<file path="src/rtl/spb_pkg.sv">
// Shared types, codes and helpers for the sprite pixel blender.
// No dependencies; imported by spb_mix and sprite_pixel_blender.
`default_nettype none

package spb_pkg;

  // blend_mode register codes
  localparam logic [2:0] MODE_COPY   = 3'd0;
  localparam logic [2:0] MODE_CUTOUT = 3'd1;
  localparam logic [2:0] MODE_ALPHA  = 3'd2;
  localparam logic [2:0] MODE_ADD    = 3'd3;
  localparam logic [2:0] MODE_MUL    = 3'd4;
  localparam logic [2:0] MODE_LUMA   = 3'd5;

  // configuration register indexes
  localparam logic [1:0] CFG_BLEND_MODE = 2'd0;
  localparam logic [1:0] CFG_ORIGIN_X   = 2'd1;
  localparam logic [1:0] CFG_ORIGIN_Y   = 2'd2;

  localparam logic [7:0] FULL_SCALE = 8'd255;

  typedef enum logic [1:0] {
    MIX_PASS,
    MIX_ADD,
    MIX_PROD
  } mix_op_t;

  // per-channel control, decoded once from blend_mode
  typedef struct packed {
    mix_op_t op;
    logic    luma;  // weight is the source channel instead of alpha
    logic    mul;   // plain product src*dst
  } mix_ctrl_t;

  // floor(x / 255) for x <= 255*255
  function automatic logic [7:0] div255(input logic [15:0] x);
    logic [16:0] t;
    t = {1'b0, x} + 17'd1 + {9'd0, x[15:8]};
    return t[15:8];
  endfunction

endpackage

`default_nettype wire

</file>
<file path="src/rtl/spb_mix.sv">
// One color channel of the blender: pass, saturating add or weighted product / 255.
// Depends on spb_pkg.
`default_nettype none

module spb_mix
  import spb_pkg::*;
(
  input  wire mix_ctrl_t  ctrl,
  input  wire logic [7:0] src,
  input  wire logic [7:0] dst,
  input  wire logic [7:0] alpha,
  output logic      [7:0] result
);

  logic [7:0]  w;
  logic [7:0]  ma;
  logic [7:0]  mb;
  logic [15:0] prod;
  logic [8:0]  sum;
  logic [7:0]  sat;

  always_comb begin
    w    = ctrl.luma ? src : alpha;
    ma   = ctrl.mul ? dst : w;
    mb   = ctrl.mul ? 8'd0 : (FULL_SCALE - w);
    // both terms together never exceed 255*255
    prod = (16'(src) * 16'(ma)) + (16'(dst) * 16'(mb));
    sum  = {1'b0, src} + {1'b0, dst};
    sat  = sum[8] ? FULL_SCALE : sum[7:0];
  end

  always_comb begin
    case (ctrl.op)
      MIX_PASS: result = src;
      MIX_ADD:  result = sat;
      MIX_PROD: result = div255(prod);
      default:  result = src;
    endcase
  end

endmodule

`default_nettype wire

</file>
<file path="src/rtl/sprite_pixel_blender.sv">
// Top level of the sprite pixel blender: input register, per-channel mixing, result register.
// Depends on spb_pkg and spb_mix.
`default_nettype none

// Sprite pixel blender. Takes one sprite pixel request per clock while in_stall is low and
// returns one result per request: the request lands in an input register, the three
// channel mixers and the coordinate adders work between that and the result register. With
// out_stall low the block sustains one pixel per clock; out_stall holds the result register
// and backs up into in_stall once the input register is also full. Configuration
// (blend_mode, origin_x, origin_y) is always ready and should only be written while idle.
module sprite_pixel_blender
  import spb_pkg::*;
(
  input  wire logic               clk,
  input  wire logic               rst,

  input  wire logic               cfg_valid,
  output logic                    cfg_ready,
  input  wire logic [1:0]         cfg_index,
  input  wire logic [11:0]        cfg_data,

  input  wire logic               in_valid,
  output logic                    in_stall,
  input  wire logic [9:0]         sprite_x,
  input  wire logic [9:0]         sprite_y,
  input  wire logic [7:0]         src_red,
  input  wire logic [7:0]         src_green,
  input  wire logic [7:0]         src_blue,
  input  wire logic [7:0]         src_alpha,
  input  wire logic [7:0]         dst_red,
  input  wire logic [7:0]         dst_green,
  input  wire logic [7:0]         dst_blue,

  output logic                    out_valid,
  input  wire logic               out_stall,
  output logic signed [12:0]      out_x,
  output logic signed [12:0]      out_y,
  output logic [7:0]              out_red,
  output logic [7:0]              out_green,
  output logic [7:0]              out_blue,
  output logic [7:0]              out_alpha,
  output logic                    write_enable
);

  // configuration
  logic [2:0]  blend_mode;
  logic [11:0] origin_x;
  logic [11:0] origin_y;

  assign cfg_ready = 1'b1;

  always_ff @(posedge clk) begin
    if (rst) begin
      blend_mode <= MODE_COPY;
      origin_x   <= '0;
      origin_y   <= '0;
    end else if (cfg_valid && cfg_ready) begin
      case (cfg_index)
        CFG_BLEND_MODE: blend_mode <= cfg_data[2:0];
        CFG_ORIGIN_X:   origin_x   <= cfg_data;
        CFG_ORIGIN_Y:   origin_y   <= cfg_data;
        default: ;
      endcase
    end
  end

  // input register
  logic       s1_valid;
  logic [9:0] s1_x;
  logic [9:0] s1_y;
  logic [7:0] s1_sr, s1_sg, s1_sb, s1_sa;
  logic [7:0] s1_dr, s1_dg, s1_db;

  logic s1_advance;
  logic in_take;

  assign s1_advance = !(out_valid && out_stall);
  assign in_stall   = s1_valid && !s1_advance;
  assign in_take    = in_valid && !in_stall;

  always_ff @(posedge clk) begin
    if (rst) begin
      s1_valid <= 1'b0;
    end else if (in_take) begin
      s1_valid <= 1'b1;
    end else if (s1_advance) begin
      s1_valid <= 1'b0;
    end
  end

  always_ff @(posedge clk) begin
    if (in_take) begin
      s1_x  <= sprite_x;
      s1_y  <= sprite_y;
      s1_sr <= src_red;
      s1_sg <= src_green;
      s1_sb <= src_blue;
      s1_sa <= src_alpha;
      s1_dr <= dst_red;
      s1_dg <= dst_green;
      s1_db <= dst_blue;
    end
  end

  // mode decode; unused codes fall back to copy
  mix_ctrl_t ctrl;
  logic      blending;
  logic      cutout;

  always_comb begin
    ctrl     = '{op: MIX_PASS, luma: 1'b0, mul: 1'b0};
    blending = 1'b0;
    cutout   = 1'b0;
    case (blend_mode)
      MODE_CUTOUT: cutout = 1'b1;
      MODE_ALPHA: begin
        ctrl.op  = MIX_PROD;
        blending = 1'b1;
      end
      MODE_ADD: begin
        ctrl.op  = MIX_ADD;
        blending = 1'b1;
      end
      MODE_MUL: begin
        ctrl.op  = MIX_PROD;
        ctrl.mul = 1'b1;
        blending = 1'b1;
      end
      MODE_LUMA: begin
        ctrl.op   = MIX_PROD;
        ctrl.luma = 1'b1;
        blending  = 1'b1;
      end
      default: ;
    endcase
  end

  logic [7:0] red_next, green_next, blue_next;

  spb_mix u_mix_red (
    .ctrl(ctrl), .src(s1_sr), .dst(s1_dr), .alpha(s1_sa), .result(red_next)
  );

  spb_mix u_mix_green (
    .ctrl(ctrl), .src(s1_sg), .dst(s1_dg), .alpha(s1_sa), .result(green_next)
  );

  spb_mix u_mix_blue (
    .ctrl(ctrl), .src(s1_sb), .dst(s1_db), .alpha(s1_sa), .result(blue_next)
  );

  logic signed [12:0] x_next, y_next;

  always_comb begin
    x_next = $signed({3'b000, s1_x}) + $signed({origin_x[11], origin_x});
    y_next = $signed({3'b000, s1_y}) + $signed({origin_y[11], origin_y});
  end

  // result register
  logic out_load;
  assign out_load = s1_valid && s1_advance;

  always_ff @(posedge clk) begin
    if (rst) begin
      out_valid <= 1'b0;
    end else if (out_load) begin
      out_valid <= 1'b1;
    end else if (!out_stall) begin
      out_valid <= 1'b0;
    end
  end

  always_ff @(posedge clk) begin
    if (out_load) begin
      out_x        <= x_next;
      out_y        <= y_next;
      out_red      <= red_next;
      out_green    <= green_next;
      out_blue     <= blue_next;
      out_alpha    <= blending ? FULL_SCALE : s1_sa;
      write_enable <= !(cutout && (s1_sa == 8'd0));
    end
  end

  // a suppressed write only ever comes from a transparent cutout pixel
  a_we_low_transparent: assert property (
    @(posedge clk) disable iff (rst)
    (out_valid && !write_enable) |-> (out_alpha == 8'd0)
  ) else $error("write_enable low with nonzero alpha");

  // input register only backs up when the result register is held
  a_stall_cause: assert property (
    @(posedge clk) disable iff (rst)
    in_stall |-> (s1_valid && out_valid && out_stall)
  ) else $error("in_stall without downstream stall");

  // a pending request moves into the result register when not blocked
  a_advance: assert property (
    @(posedge clk) disable iff (rst)
    (s1_valid && !(out_valid && out_stall)) |=> out_valid
  ) else $error("request lost between stages");

endmodule

`default_nettype wire
</file>
<file path="config.mk">
export PLATFORM = sky130hd
export DESIGN_NAME = sprite_pixel_blender
export DESIGN_NICKNAME = d
export VERILOG_FILES = /design/src/rtl/spb_pkg.sv /design/src/rtl/spb_mix.sv /design/src/rtl/sprite_pixel_blender.sv
export SDC_FILE = /design/constraint.sdc
export NUM_CORES = 1
export LEC_CHECK = 0
export ABC_AREA = 1
export BUFFER_PORTS_ARGS = -buffer_cell sky130_fd_sc_hd__buf_4
export CORE_MARGIN = 2
export CORE_UTILIZATION = 28
export DETAILED_ROUTE_END_ITERATION = 10
export PLACE_DENSITY = 0.41
export SLEW_MARGIN = 20
export SYNTH_ARGS = -nofsm -noshare
export SYNTH_HDL_FRONTEND = slang
export SYNTH_SLANG_ARGS = --single-unit
</file>
<file path="constraint.sdc">
create_clock -name clk -period 7.59 [get_ports clk]
set_input_delay 0 -clock clk [delete_from_list [all_inputs] [get_ports clk]]
set_output_delay 0 -clock clk [all_outputs]
set_load 0.01 [all_outputs]
</file>
==> summary.md <==
| Metric | Value |
|---|---|
| CP max stage delay | `550 ps` |
| Critical Path RT | `7840 ps` |
| Reg-to-reg critical path startpoint | `blend_mode[2]` |
| Synth Area in Compound Gates | `0.0529` |
| Syn. warnings | `0` |
| Reg2reg end | `out_green[6]` |
| Distinct cells, synth | `42` |
| Root buffer cell | `clkbuf_16` |
| Worst-Skew Late Latency | `510 ps` |
| Detailed placement HPWL | `67400 um` |
| Max-slew violations | `0` |
| Worst EP arrival | `7430 ps` |
| Mux cell area share after synthesis | `0` |
| Post-Synthesis Cell Area | `0.0228 mm2` |
| Diodes inserted | `0` |
| Worst hold path depth | `5` |
| Post-synth EDFFs | `135` |
| Top-area cell type share of the netlist area | `0.258` |
| Setup crit start kind | `flop` |
| Async S/R FF share, synth | `0` |
| Place WS | `-157 ps` |
| H-tree lvl count | `4` |
| Worst-path clk slew | `100 ps` |
| Most frequent CP cell | `nand2_1` |
| Post-route ant nets | `0` |
| Post-Place Cells | `4204` |
| Share of cells above drive strength 1 | `0.144` |
| Layout Nets | `3917` |
| DRC violations left | `0` |
| Core Area | `0.0805 mm2` |
| DRT Pass-1 Iters | `7` |
| Setup TNS | `0 ps` |
| Seq/Total Area, Yosys | `0.203` |
| Max-Cap Viols | `0` |
| Vias post-DR | `19700` |
| Synth Net Count | `3498` |
| Vias in the first global route | `21200` |
| Dominant cells by area after synthesis | `fa_1, edfxtp_1, ha_1` |
| Final Hold Viols | `0` |
| Yosys reg bits | `164` |
| Critical path's top delay family | `adder cells` |
| Worst hold path endpoint | `blend_mode[0]` |
| DRT iter0 DRCs | `932` |
| R2R depth | `35` |
| I/O Pins | `157` |
| Cell count after synthesis | `2859` |
| Final wirelength | `79200 um` |
| CTS tree | `yes` |
| Reg area | `0.00464 mm2` |
| Slowest cell on crit path | `fa_1` |
| Die width | `289 um` |
| Die area | `0.0836 mm2` |
| Worst slew pin tran | `886 ps` |
| Slew HR | `0.405` |
| Final worst slack | `411 ps` |
| Min-delay src | `cfg_valid` |
| Fin cells | `4351` |
| Crit path time final | `7180 ps` |
| Sink Count | `164` |
| Flop2flop setup slack | `410 ps` |
| Multi-input logic area | `0.0156 mm2` |
| Die Y | `289 um` |
| Worst path bufs/invs | `9` |
| Fmax | `139 MHz` |
| Fin Clk Skew | `29.5 ps` |
| CP endpoint kind | `flop` |
| Mean Syn Cell Area | `7.97 um2` |
| Wirelength per Cell | `18.2 um` |
| GRT Total Usage | `0.197` |
| Fill cell count | `8484` |
| CTS Buf Count | `17` |
| GPL Wtd Cong | `0.923` |
| Synth Area in Adders | `0.395` |
| Simple-gate area share of the yosys netlist | `0.203` |
| Main synth FF type | `edfxtp_1` |
| Via-to-Cell Ratio | `4.52` |
| Critical-path maximum fanout | `12` |
| Outcome | `completed` |
| Xor and xnor area share after synthesis | `0.0199` |
| GR Overflow Total | `0` |
| Area delta synth->final | `25.0%` |
| Tcrit/Tclk final | `0.946` |
| First-pass GRT wire length | `124000 um` |
| Initial Util | `0.283` |
| Largest net degree at the start of global routing | `41` |
| FP Rows | `104` |
| Initial antenna violation count | `0` |
| Min-delay worst type | `in2reg` |
| IO buf count | `155` |
| Largest family of logic cells by synthesized area | `adder cells` |
| Final Setup Violations | `0` |
| Yosys top cell by area | `fa_1` |
| Setup CP Type | `reg2reg` |
| CTS Buffer Depth | `2` |
[flip-flops by register name, summed over array words and instances (netlist names), 10 cells and up]
signal    flops
s1_y         10
origin_y     12
origin_x     12
out_x        13
s1_x         10
out_y        13
[layer usage]
| metal | routed length, um | share of wire | global-route usage | vias to the layer above |
|---|---|---|---|---|
| met2 | 36500 | 0.46 | 0.324 | 441 |
| li1 | - | - | - | 9536 |
| met3 | 4160 | 0.053 | 0.0380 | 69 |
| met5 | 0 | 0 | 0 | - |
| met1 | 37200 | 0.47 | 0.266 | 9611 |
| met4 | 1370 | 0.017 | 0.0450 | 0 |
[tightest hold or removal path, delay by kind of cell]
family                 cells  cell delay [ps]
and+or+nand+nor            1               80
AOI/OAI and AO/OA          1              100
buffers and inverters      3              370
[worst max path at each step]
stage	startpoint	end	slack, ps	depth (start not counted)
2_1_floorplan	blend_mode[2]	out_green[0]	500	37
3_3_place_gp	blend_mode[2]	out_green[0]	-80	34
3_5_place_dp	blend_mode[2]	out_green[6]	-160	40
4_1_cts	blend_mode[2]	out_green[6]	0.3	40
5_1_grt	blend_mode[2]	out_red[6]	-0.6	37
6_report	blend_mode[2]	out_green[6]	410	35
[area by class of cell]
cell class / instances / area share
multi-input combinational: 1938 / 0.548
sequential: 164 / 0.163
timing repair buffer: 425 / 0.124
inverter: 732 / 0.0966
tap: 1060 / 0.0466
clock buffer: 17 / 0.0149
clock inverter: 15 / 0.00707
[logic make-up after synthesis]
group,after synthesis
and+or+nand+nor,1121
buffers and inverters,757
adders and majority gates,544
AOI/OAI and AO/OA,224
DFF,164
xor gates and xnor gates,48
other,1
[synth_stat cells (14+ instances only)]
cell type  count
clkbuf_1      15
nor2_1       321
nand3_1      136
xor2_1        24
nand2_1      576
edfxtp_1     135
o21ai_0       14
nand4_1       18
dfxtp_1       29
inv_1        725
xnor2_1       21
nand2_2       15
ha_1         251
fa_1         293
a21oi_1      176
[per-stage QoR]
stage | instance area (um2) | utilization | hold WS [ps]
finish | 28500 | 0.354 | 79.6
global route | 28500 | 0.354 | 101
CTS | 28100 | 0.349 | 35.2
detailed placement | 26400 | 0.327 | 179
global placement | 26400 | 0.327 | 178
floorplan | 22800 | - | 98.9
[what timing repair did]
action / in CTS / in global routing
setup buffers: 0 / 2
cloned: 0 / 1
setup endpoints to repair: 8 / 24
pin swaps: 0 / 3
hold buffers: 112 / 0
gates resized for setup: 6 / 81
hold endpoints to repair: 126 / 0
[layout by cell type, fill, tap and decap left out, drive strengths merged]
cell / netlist / layout
a21o: 7 / 7
conb: 1 / 1
o21ai: 18 / 18
nand4: 18 / 18
a31o: 2 / 2
xor2: 27 / 27
o221ai: 1 / 1
nor4: 2 / 2
a21boi: 2 / 2
edfxtp: 135 / 135
clkbuf: 15 / 18
xnor2: 21 / 21
buf: 10 / 312
o21bai: 5 / 5
or2: 12 / 12
clkinvlp: 0 / 1
a211oi: 8 / 8
and2: 3 / 3
a21oi: 176 / 176
fa: 293 / 293
nand3b: 10 / 10
nor2: 331 / 331
nand3: 138 / 138
dlygate4sd3: 0 / 112
bufinv: 0 / 1
ha: 251 / 251
clkinv: 2 / 6
nor3: 15 / 15
dfxtp: 29 / 29
a22oi: 5 / 5
inv: 730 / 739
nand2: 592 / 592
Power is left out: the tool's default activity adds up to more than one toggle a clock period on the data nets, which glitch-free logic cannot reach.
